[src/design/msd_pkg.sv]
// Shared constants and types for the marker stream demultiplexer.
`default_nettype none

package msd_pkg;

  localparam int MARKER_LEN  = 11;
  localparam int MC_W        = $clog2(MARKER_LEN);
  localparam int QUEUE_DEPTH = 4;

  localparam logic [7:0] MARK_OPEN = 8'h5B;  // '['

  // "[BUF/BEGIN]"
  localparam logic [7:0] MARK_ON [MARKER_LEN] = '{
    8'h5B, 8'h42, 8'h55, 8'h46, 8'h2F, 8'h42, 8'h45, 8'h47, 8'h49, 8'h4E, 8'h5D
  };
  // "[BUF/CLOSE]"
  localparam logic [7:0] MARK_OFF [MARKER_LEN] = '{
    8'h5B, 8'h42, 8'h55, 8'h46, 8'h2F, 8'h43, 8'h4C, 8'h4F, 8'h53, 8'h45, 8'h5D
  };

  typedef enum logic [1:0] {
    FR_IDLE,
    FR_FLUSH,
    FR_PEND
  } front_state_t;

  typedef struct packed {
    logic [7:0] out_byte;
    logic       to_capture;
    logic       last_of_run;
  } result_t;

endpackage

`default_nettype wire

[src/design/marker_stream_demux_unit.sv]
// Top level of the marker stream demultiplexer.
//
// Slave side (s_tvalid/s_tready/s_tdata) takes one received serial byte per item.
// Master side (m_tvalid/m_tready/m_tdata/m_tuser/m_tlast) gives the bytes passed
// on: m_tuser is 1 for the capture channel, 0 for text, m_tlast marks the final
// item caused by one input byte. "[BUF/BEGIN]" and "[BUF/CLOSE]" switch capture
// on and off and never appear on the output; an input byte that continues either
// marker is held back and gives no item.
// A plain byte is pushed into the result queue as it is taken and then moves on
// to the output register. A byte that breaks a partial marker holds the front end
// while the held bytes are read out of the hold register file into the queue one
// per cycle while the queue has room, and then passes the byte itself on unless it
// is a fresh '[', which opens a new candidate.
// A small result queue and the output register sit between the two ends, so the
// front keeps taking bytes while results wait; s_tready drops when the queue is
// full or a flush is running. When the receiver stalls, m_* hold their item.
// Synchronous reset empties the queue, selects the text channel and forgets any
// partial marker; no clearing pass is needed.
`default_nettype none

module marker_stream_demux_unit
  import msd_pkg::*;
#(
  parameter int QUEUE_DEPTH_P = QUEUE_DEPTH
) (
  input  wire logic       clk,
  input  wire logic       rst,
  input  wire logic       s_tvalid,
  output logic            s_tready,
  input  wire logic [7:0] s_tdata,   // rx_byte
  output logic            m_tvalid,
  input  wire logic       m_tready,
  output logic [7:0]      m_tdata,   // out_byte
  output logic [0:0]      m_tuser,   // to_capture
  output logic            m_tlast    // last_of_run
);

  logic    full;
  logic    push;
  result_t push_data;

  msd_front u_front (
    .clk       (clk),
    .rst       (rst),
    .s_tvalid  (s_tvalid),
    .s_tready  (s_tready),
    .s_tdata   (s_tdata),
    .full      (full),
    .push      (push),
    .push_data (push_data)
  );

  msd_back #(
    .DEPTH (QUEUE_DEPTH_P)
  ) u_back (
    .clk       (clk),
    .rst       (rst),
    .push      (push),
    .push_data (push_data),
    .full      (full),
    .m_tvalid  (m_tvalid),
    .m_tready  (m_tready),
    .m_tdata   (m_tdata),
    .m_tuser   (m_tuser),
    .m_tlast   (m_tlast)
  );

endmodule

`default_nettype wire

[src/design/msd_front.sv]
// Front end: takes bytes, tracks marker matches and capture mode, queues results.
`default_nettype none

module msd_front
  import msd_pkg::*;
(
  input  wire logic       clk,
  input  wire logic       rst,
  input  wire logic       s_tvalid,
  output logic            s_tready,
  input  wire logic [7:0] s_tdata,
  input  wire logic       full,
  output logic            push,
  output result_t         push_data
);

  front_state_t state, state_next;

  logic [MC_W-1:0] match_count, match_count_next;
  logic [MC_W-1:0] idx, idx_next;
  logic            on_ok, on_ok_next;
  logic            off_ok, off_ok_next;
  logic            capture_mode, capture_mode_next;
  logic [7:0]      pend_byte, pend_byte_next;

  logic [7:0]      held [MARKER_LEN];
  logic            held_we;
  logic [MC_W-1:0] held_wa;
  logic [7:0]      held_wd;

  logic            accept;
  logic            hit_on, hit_off;
  logic            flush_end;

  assign s_tready  = (state == FR_IDLE) && !full;
  assign accept    = s_tvalid && s_tready;
  assign hit_on    = (s_tdata == MARK_ON[match_count]);
  assign hit_off   = (s_tdata == MARK_OFF[match_count]);
  assign flush_end = (idx == match_count - MC_W'(1));

  always_ff @(posedge clk) begin
    if (rst) begin
      state        <= FR_IDLE;
      match_count  <= '0;
      capture_mode <= 1'b0;
    end else begin
      state        <= state_next;
      match_count  <= match_count_next;
      capture_mode <= capture_mode_next;
    end
  end

  always_ff @(posedge clk) begin
    idx       <= idx_next;
    on_ok     <= on_ok_next;
    off_ok    <= off_ok_next;
    pend_byte <= pend_byte_next;
    if (held_we) begin
      held[held_wa] <= held_wd;
    end
  end

  always_comb begin
    state_next        = state;
    match_count_next  = match_count;
    idx_next          = idx;
    on_ok_next        = on_ok;
    off_ok_next       = off_ok;
    capture_mode_next = capture_mode;
    pend_byte_next    = pend_byte;
    held_we           = 1'b0;
    held_wa           = '0;
    held_wd           = s_tdata;
    push              = 1'b0;
    push_data         = '{out_byte: s_tdata, to_capture: capture_mode, last_of_run: 1'b1};

    unique case (state)
      FR_IDLE: begin
        if (accept) begin
          if (match_count != '0 && (hit_on || hit_off)) begin
            held_we     = 1'b1;
            held_wa     = match_count;
            on_ok_next  = on_ok && hit_on;
            off_ok_next = off_ok && hit_off;
            if (match_count == MC_W'(MARKER_LEN - 1)) begin
              // full sequence: a mixed one leaves the mode alone
              if (on_ok && hit_on) begin
                capture_mode_next = 1'b1;
              end else if (off_ok && hit_off) begin
                capture_mode_next = 1'b0;
              end
              match_count_next = '0;
            end else begin
              match_count_next = match_count + MC_W'(1);
            end
          end else if (match_count != '0) begin
            pend_byte_next = s_tdata;
            idx_next       = '0;
            state_next     = FR_FLUSH;
          end else if (s_tdata == MARK_OPEN) begin
            held_we          = 1'b1;
            held_wa          = '0;
            match_count_next = MC_W'(1);
            on_ok_next       = 1'b1;
            off_ok_next      = 1'b1;
          end else begin
            push = 1'b1;
          end
        end
      end

      FR_FLUSH: begin
        push_data = '{out_byte: held[idx], to_capture: capture_mode,
                      last_of_run: flush_end && (pend_byte == MARK_OPEN)};
        if (!full) begin
          push = 1'b1;
          if (flush_end) begin
            if (pend_byte == MARK_OPEN) begin
              // the mismatching byte opens a fresh candidate
              held_we          = 1'b1;
              held_wa          = '0;
              held_wd          = pend_byte;
              match_count_next = MC_W'(1);
              on_ok_next       = 1'b1;
              off_ok_next      = 1'b1;
              state_next       = FR_IDLE;
            end else begin
              state_next = FR_PEND;
            end
          end else begin
            idx_next = idx + MC_W'(1);
          end
        end
      end

      FR_PEND: begin
        push_data = '{out_byte: pend_byte, to_capture: capture_mode, last_of_run: 1'b1};
        if (!full) begin
          push             = 1'b1;
          match_count_next = '0;
          state_next       = FR_IDLE;
        end
      end

      default: begin
        state_next = FR_IDLE;
      end
    endcase
  end

endmodule

`default_nettype wire

[src/design/msd_back.sv]
// Back end: result queue with a registered output stage on the master side.
`default_nettype none

module msd_back
  import msd_pkg::*;
#(
  parameter int DEPTH = QUEUE_DEPTH
) (
  input  wire logic       clk,
  input  wire logic       rst,
  input  wire logic       push,
  input  wire result_t    push_data,
  output logic            full,
  output logic            m_tvalid,
  input  wire logic       m_tready,
  output logic [7:0]      m_tdata,  // out_byte
  output logic [0:0]      m_tuser,  // to_capture
  output logic            m_tlast   // last_of_run
);

  localparam int AW = (DEPTH > 1) ? $clog2(DEPTH) : 1;
  localparam int CW = $clog2(DEPTH + 1);

  result_t       mem [DEPTH];
  logic [AW-1:0] wr_ptr, rd_ptr;
  logic [CW-1:0] count;
  logic          pop;
  result_t       out_reg;

  assign full     = (count == CW'(DEPTH));
  assign pop      = (count != '0) && (!m_tvalid || m_tready);
  assign m_tdata  = out_reg.out_byte;
  assign m_tuser  = out_reg.to_capture;
  assign m_tlast  = out_reg.last_of_run;

  always_ff @(posedge clk) begin
    if (rst) begin
      wr_ptr   <= '0;
      rd_ptr   <= '0;
      count    <= '0;
      m_tvalid <= 1'b0;
    end else begin
      if (push) begin
        wr_ptr <= (wr_ptr == AW'(DEPTH - 1)) ? '0 : wr_ptr + AW'(1);
      end
      if (pop) begin
        rd_ptr <= (rd_ptr == AW'(DEPTH - 1)) ? '0 : rd_ptr + AW'(1);
      end
      unique case ({push, pop})
        2'b10:   count <= count + CW'(1);
        2'b01:   count <= count - CW'(1);
        default: count <= count;
      endcase
      if (pop) begin
        m_tvalid <= 1'b1;
      end else if (m_tready) begin
        m_tvalid <= 1'b0;
      end
    end
  end

  always_ff @(posedge clk) begin
    if (push) begin
      mem[wr_ptr] <= push_data;
    end
    if (pop) begin
      out_reg <= mem[rd_ptr];
    end
  end

endmodule

`default_nettype wire

[config.mk]
export PLATFORM = sky130hd
export DESIGN_NAME = marker_stream_demux_unit
export DESIGN_NICKNAME = d
export VERILOG_FILES = /design/src/design/msd_pkg.sv /design/src/design/marker_stream_demux_unit.sv /design/src/design/msd_front.sv /design/src/design/msd_back.sv
export SDC_FILE = /design/constraint.sdc
export NUM_CORES = 1
export LEC_CHECK = 0
export BUFFER_PORTS_ARGS = -buffer_cell sky130_fd_sc_hd__buf_2
export CAP_MARGIN = 5
export CORE_MARGIN = 3
export CORE_UTILIZATION = 62
export CTS_CLUSTER_SIZE = 24
export DETAILED_ROUTE_END_ITERATION = 8
export HOLD_SLACK_MARGIN = 0.1
export PLACE_DENSITY = 0.79
export SYNTH_ARGS = -nofsm -noshare
export SYNTH_HDL_FRONTEND = slang
export SYNTH_HIERARCHICAL = 1
export SYNTH_SLANG_ARGS = --single-unit
[constraint.sdc]
create_clock -name clk -period 4.1 [get_ports clk]
set_clock_uncertainty 0.05 [all_clocks]
set_input_delay 0.41 -clock clk [delete_from_list [all_inputs] [get_ports clk]]
set_output_delay 0.41 -clock clk [all_outputs]
set_load 0.02 [all_outputs]
==> Yosys cells after proc, flatten, opt, wreduce, memory -nomap -nowiden <==
Memories as Yosys holds them, arrays and structs flattened. A register that Yosys moved wholly into a read port is not among the register bits.
Index checks and enable logic that the tools add are counted.
{ "totals": {"elab_cells": 147, "ff_bits": 29, "input_bits": 12, "rom_bits": 256, "n_memories": 4, "out_inout_bits": 12, "mem_bits_rw": 128} }
{ "classes": {"eq_ne": 23, "addsub": 7, "bitwise": 2, "order_cmp": 1, "reduce_logical": 26, "n_mux": 73} }
{ "memory_table": {"columns": ["memory", "words", "word_bits", "read_ports", "rd_ports_with_merged_regs", "write_ports", "line", "source"], "rows": [
  ["(no name shown)", 16, 8, 1, 0, 0, "msd_front.sv:37", "assign hit_on = (s_tdata == MARK_ON[match_count]);"],
  ["(no name shown)", 16, 8, 1, 0, 0, "msd_front.sv:38", "assign hit_off = (s_tdata == MARK_OFF[match_count]);"],
  ["u_front.held", 11, 8, 1, 1, 1, "msd_front.sv:26", "logic [7:0] held [MARKER_LEN];"],
  ["u_back.mem", 4, 10, 1, 1, 1, "msd_back.sv:24", "result_t mem [DEPTH];"]
]} }
{ "ops": {"columns": ["cell", "n"], "rows": [
  ["$mux W4", 18],
  ["$mux W8", 8],
  ["$mux W1", 29],
  ["$pmux W10 S2", 1],
  ["$mux W2", 9],
  ["$eq A8 B7 Y1 const B", 2],
  ["$eq A8 B8 Y1", 2],
  ["$pmux W4 S3", 1],
  ["$reduce_and A6 Y1", 2],
  ["$ne A2 B2 Y1 const B", 5],
  ["$add A4 B1 Y4 const B", 2],
  ["$eq A2 B2 Y1 const B", 4],
  ["$pmux W1 S2", 4],
  ["$pmux W4 S2", 1],
  ["$reduce_and A8 Y1", 1],
  ["$reduce_bool A2 Y1", 4],
  ["$logic_and A1 B1 Y1", 7],
  ["$reduce_and A7 Y1", 1],
  ["$ne A2 B1 Y1 const B", 3],
  ["$ne A3 B3 Y1 const B", 2],
  ["$pmux W2 S3", 1],
  ["$pmux W3 S2", 1],
  ["$reduce_bool A3 Y1", 2],
  ["$ge A5 B5 Y1 const B", 1],
  ["17 further kinds", 21]
]} }

==> Logic depth before layout (Yosys ltp) <==
Gate-level depths: netlist of run 1.
{ "logic_depth": {"ltp_word": 12, "mapped_depth": 16, "mapped_depth_nobuf": 14} }

==> By module <==
The synthesis of run 1 kept the hierarchy.
{ "modules_own_cells": {"columns": ["module", "seq_area_each_um2", "n_inst", "area_per_inst_um2", "cells_each"], "rows": [
  ["msd_front", 3283.1, 1, 5590.4, 425],
  ["msd_back", 1661.6, 1, 2208.4, 110]
]} }

==> Worst setup path after synthesis of run 1 <==
Ideal clock, no wire load.
{ "synth_path": {"kind": "flip-flop to flip-flop", "startpoint": "reg u_front.match_count[0]", "endpoint": "mem u_front.held[3][0] (enable)", "t_required_ps": 3655, "path_buffers": 2, "stages_incl_launch_ff": 11, "setup_slack_ps": 502, "t_arrival_ps": 3153, "synth_period_minus_slack_ps": 3598, "setup_ps": 395, "cell_sequence": "dfxtp_1 -> buf_2 -> inv_1 -> ha_1 -> buf_4 -> or4b_4 -> o211ai_2 -> a32oi_2 -> nor3_4 -> o211ai_2 -> nor4_1"} }
{ "synth_via": {"elab_chain_len": 12, "elab_cells_between_ends": 25, "classes_between": "1 x add/sub; 3 x eq/ne; 15 x mux; 1 x bitwise; 3 x reduce/logical; 2 x memory"} }
{ "synth_rtl": {"columns": ["item", "line", "source"], "rows": [
  ["from (decl)", "msd_front.sv:19", "logic [MC_W-1:0] match_count, match_count_next;"],
  ["from (signal assigned)", "msd_front.sv:48", "match_count <= match_count_next;"],
  ["$not A4 Y5 (implied by the code)", "msd_front.sv:37, msd_front.sv:38", null],
  ["$mem_v2 Z16 W8 (on tied branches)", null, null],
  ["$mux W8 (on tied branches) (2 in a row)", "msd_front.sv:37, msd_front.sv:38", null],
  ["$eq A8 B8 Y1 (on tied branches)", "msd_front.sv:37, msd_front.sv:38", null],
  ["$logic_or A1 B1 Y1", "msd_front.sv:80", "if (match_count != '0 && (hit_on || hit_off)) begin"],
  ["$logic_and A1 B1 Y1", "msd_front.sv:80", null],
  ["$mux W1", "msd_front.sv:80", null],
  ["$mux W1", "msd_front.sv:79", "if (accept) begin"],
  ["$pmux W1 S2", "msd_front.sv:77", "unique case (state)"],
  ["$mux W1", "msd_front.sv:58", "if (held_we) begin"],
  ["$mux W1 (implied by the code)", "msd_front.sv:59", "held[held_wa] <= held_wd;"],
  ["to (decl)", "msd_front.sv:26", null]
]} }
Parallel ways exist; a longest one is shown, timed or not. The select of a mux whose other input is x is not followed.

==> Worst setup path after layout of run 1 <==
{ "layout_path": {"startpoint": "reg u_front.match_count[0]", "endpoint": "mem u_front.held[5][7] (enable)"} }
Same word-level chain as after synthesis.

==> results of run 1 <==
## worst max-delay path, cell delays in order, from the launching register on
cell	delay (ns)
dfxtp_1	0.63
inv_1	0.23
ha_1	0.37
or4b_4	0.55
o211ai_2	0.09
a32oi_2	0.15
nor3_4	0.36
o211ai_2	0.19
nor2_2	0.33
nor4b_2	0.29
buf_4	0.24
## metrics by stage
stage	utilization	cells
after global placement	0.663	708
after floorplan	-	535
final	0.710	740
after global routing	0.710	740
after CTS	0.710	740
after detailed placement	0.663	708
## layer usage
layer,wire [um],GRT usage,vias up
met3,1250,0.0550,28
met4,371,0.0886,0
met5,0,0,-
li1,-,-,2094
met1,6560,0.338,2322
met2,7560,0.360,239
## path summary, 6_finish.rpt
check                               from              endpoint  slack [ns]  cells past startpoint
setup / recovery  u_front/match_count[0]    u_front/held[5][7]        0.32                     10
hold / removal                s_tdata[7]  u_front/pend_byte[7]        0.24                      1
setup reg to reg  u_front/match_count[0]    u_front/held[5][7]        0.32                     10
hold reg to reg          u_back/count[2]       u_back/count[2]        0.46                      2
## cell families (layout without fill, tap and decap cells)
| kind of cell | count (synthesis) | after routing | synth area share |
|---|---|---|---|
| compound gates | 88 | 88 | 0.0741 |
| simple gates | 144 | 144 | 0.104 |
| mux | 50 | 50 | 0.109 |
| buf+inv | 44 | 81 | 0.0253 |
| fa+ha+maj | 19 | 19 | 0.0314 |
| xor+xnor | 19 | 19 | 0.0213 |
| flops | 171 | 171 | 0.634 |
## flip-flops by register name, summed over array words and instances, names as in the netlist, 2 cells and up, named ones only
| register | cells |
|---|---|
| u_back/mem | 40 |
| u_front/idx | 4 |
| u_back/rd_ptr | 2 |
| u_back/wr_ptr | 2 |
| u_back/count | 3 |
| u_front/match_count | 4 |
| u_back/m_tdata | 8 |
| u_front/pend_byte | 8 |
| u_front/state | 2 |
| u_front/held | 88 |
## report_power, final
group | internal, mW | total, mW | switching [mW]
clock network | 0.902 | 1.54 | 0.641
logic | 0.198 | 0.513 | 0.315
registers | 2.04 | 2.11 | 0.0695
## cell usage in the layout (no fill, tap or decap), drive strengths merged, types with 2 or more instances in the layout
cell / synthesis / layout
bufinv: 0 / 2
clkbuf: 14 / 19
nor3b: 3 / 3
nor3: 10 / 10
mux4: 26 / 26
edfxtp: 152 / 152
clkinvlp: 0 / 2
clkinv: 0 / 5
or2: 7 / 7
a211oi: 2 / 2
ha: 18 / 18
nand2: 37 / 37
nand3: 4 / 4
xor2: 11 / 11
xnor2: 8 / 8
mux2: 3 / 3
nor4b: 5 / 5
nor4: 4 / 4
o21a: 2 / 2
o211ai: 2 / 2
nand2b: 3 / 3
and4: 2 / 2
nand4: 3 / 3
dfxtp: 19 / 19
buf: 15 / 34
or3: 2 / 2
o31ai: 3 / 3
and3: 2 / 2
mux2i: 21 / 21
a31o: 3 / 3
nor2: 36 / 36
and2: 9 / 9
nand3b: 5 / 5
a22oi: 9 / 9
a21oi: 24 / 24
o21ai: 30 / 30
nor2b: 6 / 6
inv: 15 / 19
## cell type report
cell class,instances,area (sq um),share of cell area
clock inverter,13,141,0.0164
clock buffer,19,433,0.0501
multi-input combinational,320,2660,0.307
tap,168,210,0.0243
timing repair buffer,34,198,0.0229
inverter,15,56.3,0.00652
sequential,171,4940,0.572
==> impl_results.md, run 1 <==
* Post-synth EDFFs at 152
* Worst setup EP type: register
* CTS resizes at 0
* Final total power at 4.16 mW
* Worst hold-check path type: input port to register
* Distinct cells, synth at 68
* Num CTS Buffers at 17
* Die Area at 14000 sq um
* Pin count of the biggest net entering global routing at 25
* Placer's final routability congestion estimate at 0.938
* Iteration-0 DRC Markers at 412
* Number of diodes at 0
* Clock Pin Slew Worst Setup and Hold Paths at 0.07 ns
* Min Tclk post-route at 3.78 ns
* Nets at 590
* Max_cap viols at 0
* Residual DRC at 0
* Primary FF master, synth: edfxtp_1
* Synthesized cell area at 7800 sq um
* Setup crit start kind: register
* Vias in the first global route at 4576
* Setup tns final at 0 ns
* Unrepaired setup endpoints after global routing: false
* Top-Level Pins at 24
* Area share of the largest cell type after synthesis at 0.585
* FP Rows at 40
* Sink Count at 171
* Placed inst area at 8070 sq um
* Share of synthesized registers carrying an async set or reset at 0
* Ranking of synthesized cells by area: edfxtp_1 (59%), mux4_2 (6.6%), dfxtp_1 (4.9%)
* Crit path DAT at 3.86 ns
* Final WS setup at 0.319 ns
* Area leader, netlist: edfxtp_1
* Clk_lat worst skew at 0.42 ns
* Post-DRT Antenna Nets at 0
* Measured slew at the worst slew-check pin at 1.07 ns
* Place WS at 0.406 ns
* Slew Limit Headroom at 0.286
* DRT Wirelength at 15.7 mm
* # setup viols final at 0
* Vias per cell at 6.33
* Die X at 118 um
* Period utilization at 0.922
* FILL cells at 789
* Syn Nets at 566
* Syn Area/Cell at 14.6 sq um
* Mapped Cells at 535
* CTS Root Cell: clkbuf_16
* Share of post-route cells with drive strength above 1 at 0.203
* Port Buf Inserts at 23
* Post-synthesis register bit count at 171
* Post-synth top cells: edfxtp_1 (152), nand2_1 (37), nor2_1 (35)
* Count leader, synth: edfxtp_1
* Post-CTS Hold Buffers at 0
* Hold_ws at 0.239 ns
* CP Class: register to register
* TritonRoute pass-1 iters at 6
* PD cells at 482 nW/um^2
* First-pass GRT wire length at 25.1 mm
* Core box area at 12200 sq um
* Detailed-route via count at 4683
* Pins Over Slew Limit at 0
* Leakage power at 2.99 nW
* Initial Util at 0.641
* Final instance area at 8640 sq um
* Gr ovfl total at 0
* Layout area overhead at 10.8%
* GRT Total Usage at 0.237
* TritonCTS clock tree: built
* WP data required at 4.17 ns
* Outcome: finished clean
* CTS max path bufs at 2
* Die height at 118 um
* CTS HTree Levels at 4
* Critical Path Fanout Max at 12
* Final hold violations at 0
* Sequential area share after synthesis at 0.634
* Max Clk Rate at 0.264 GHz
* Post-DP HPWL at 10.9 mm
* Initial antenna violation count at 0
* Routed WL per cell at 21.3 um
* Yosys Warn Count at 6
* Setup bufs post-CTS at 0
* Peak VDD IR at 260 uV
Note: power is estimated with default switching activity, not from simulation.
==> run 2: changes to the inputs <==
Settings changed: HOLD_SLACK_MARGIN 0.1 to unset, MAX_ROUTING_LAYER set to met4.
==> impl_results.md, run 2 (synthesized netlist as in run 1, its figures left out) <==
* Outcome: finished clean
* Vias in the first global route at 4701
* Post-DRT Antenna Nets at 0
* Commonest non-fill, non-tap cell in the layout: edfxtp_1
* DRT Wirelength at 16.6 mm
* Hold_ws at 0.231 ns
* Reg with most FFs: u_front/held
* GRT Total Usage at 0.258
* Max_cap viols at 0
* Setup tns final at 0 ns
* Footprint of the multi-input gates at 2660 sq um
* CTS max path bufs at 2
* Leakage power at 3.00 nW
* Biggest regs: u_front/held x88, u_back/mem x40
* TritonCTS clock tree: built
* Sw Ratio at 0.238
* Slew Limit Headroom at 0.290
* Max Clk Rate at 0.256 GHz
* CTS Root Cell: clkbuf_16
* Routed WL per cell at 22.4 um
* Initial Util at 0.641
* Clock Pin Slew Worst Setup and Hold Paths at 0.06 ns
* Initial antenna violation count at 0
* Util after Layout at 0.712
* Core box area at 12200 sq um
* Register share of total power at 0.503
* Detailed-route via count at 4677
* Measured slew at the worst slew-check pin at 1.06 ns
* Die height at 118 um
* Setup bufs post-CTS at 0
* Die Area at 14000 sq um
* Share of post-route cells with drive strength above 1 at 0.200
* Residual DRC at 0
* Pins Over Slew Limit at 0
* Post-DP HPWL at 11.0 mm
* First-pass GRT wire length at 26.3 mm
* Largest register FFs at 88
* Nets at 592
* FP Rows at 40
* Min Tclk post-route at 3.91 ns
* Fin cells at 742
* Iteration-0 DRC Markers at 542
* CTS resizes at 0
* Worst hold-check path type: input port to register
* Number of diodes at 0
* Die X at 118 um
* Vias per cell at 6.30
* Pin count of the biggest net entering global routing at 23
* Clock share of power at 0.373
* FILL cells at 763
* Cell Int Power at 3.19 mW
* Post-CTS Hold Buffers at 0
* CP Class: register to register
* Placer's final routability congestion estimate at 0.908
* Layout area overhead at 11.1%
* TritonRoute pass-1 iters at 5
* Worst setup EP type: register
* Sink Count at 171
* Unrepaired setup endpoints after global routing: false
* Clk_lat worst skew at 0.42 ns
* Period utilization at 0.953
* # setup viols final at 0
* Gr ovfl total at 0
* Peak VDD IR at 312 uV
* Setup crit start kind: register
* WP data required at 4.18 ns
* Num CTS Buffers at 17
* P_sw at 997 uW
* CTS HTree Levels at 4
* Final hold violations at 0
* Power share of the combinational group at 0.124
* PD cells at 484 nW/um^2
* Critical Path Fanout Max at 12
* Crit path DAT at 3.98 ns
* Top-Level Pins at 24
* Port Buf Inserts at 23
* FF/Latch Area at 4940 sq um
* Most frequent cells in the layout: edfxtp_1 (152), nand2_1 (37), nor2_1 (35)
* Placed Instances at 710
-- run 2: changes by cell type in the layout (fill, tap and decap cells not counted) --
cell,previous run,this run
inv_6,3,1
buf_4,11,13
inv_8,1,0
clkinv_2,4,3
clkinv_1,0,3
bufinv_16,2,3
-- run 2: final timing paths --
kind | start | endpoint | slack, ns | depth (start not counted)
max | u_front/match_count[0] | u_front/held[2][2] | 0.19 | 10
min | s_tdata[7] | u_front/pend_byte[7] | 0.23 | 1
max reg2reg | u_front/match_count[0] | u_front/held[2][2] | 0.19 | 10
min reg2reg | u_back/count[2] | u_back/count[2] | 0.45 | 2
-- run 2: stage by stage --
step | power [mW] | cell area [sq um] | setup slack (ns)
2_1_floorplan | 2.50 | 7800 | 0.502
3_3_place_gp | 2.63 | 8080 | 0.538
3_5_place_dp | 2.66 | 8080 | 0.363
4_1_cts | 4.22 | 8660 | 0.247
5_1_grt | 4.35 | 8660 | 0.0111
6_report | 4.19 | 8660 | 0.195
-- run 2: layer usage --
| metal | routed length (um) | track usage |
|---|---|---|
| met1 | 6660 | 0.335 |
| met2 | 8200 | 0.401 |
| met4 | 435 | 0.105 |
| met5 | 0 | - |
| met3 | 1330 | 0.0579 |
-- run 2: power by group through the flow --
stage | registers (mW) | clock network [mW] | logic, mW
final | 2.11 | 1.56 | 0.518
after global routing | 2.12 | 1.67 | 0.559
after CTS | 2.11 | 1.59 | 0.522
after detailed placement | 2.14 | 0 | 0.516
after global placement | 2.14 | 0 | 0.497
after floorplan | 2.18 | 0 | 0.319
-- run 2: final cells by class --
cell class / instances / share of cell area
clock buffers: 19 / 0.0500
clock inverters: 13 / 0.0172
inverters: 15 / 0.00650
multi-input cells: 320 / 0.307
flip-flops and latches: 171 / 0.571
well taps: 168 / 0.0243
repair buffers: 36 / 0.0246
-- run 2: worst max-delay path: stages, from the launching register on --
cell and delay (ns):
dfxtp_1 0.63, inv_1 0.23, ha_1 0.37, or4b_4 0.55, o211ai_2 0.09, a32oi_2 0.15
nor3_4 0.37, o211ai_2 0.20, nor2_2 0.34, nor4b_2 0.37, buf_4 0.25
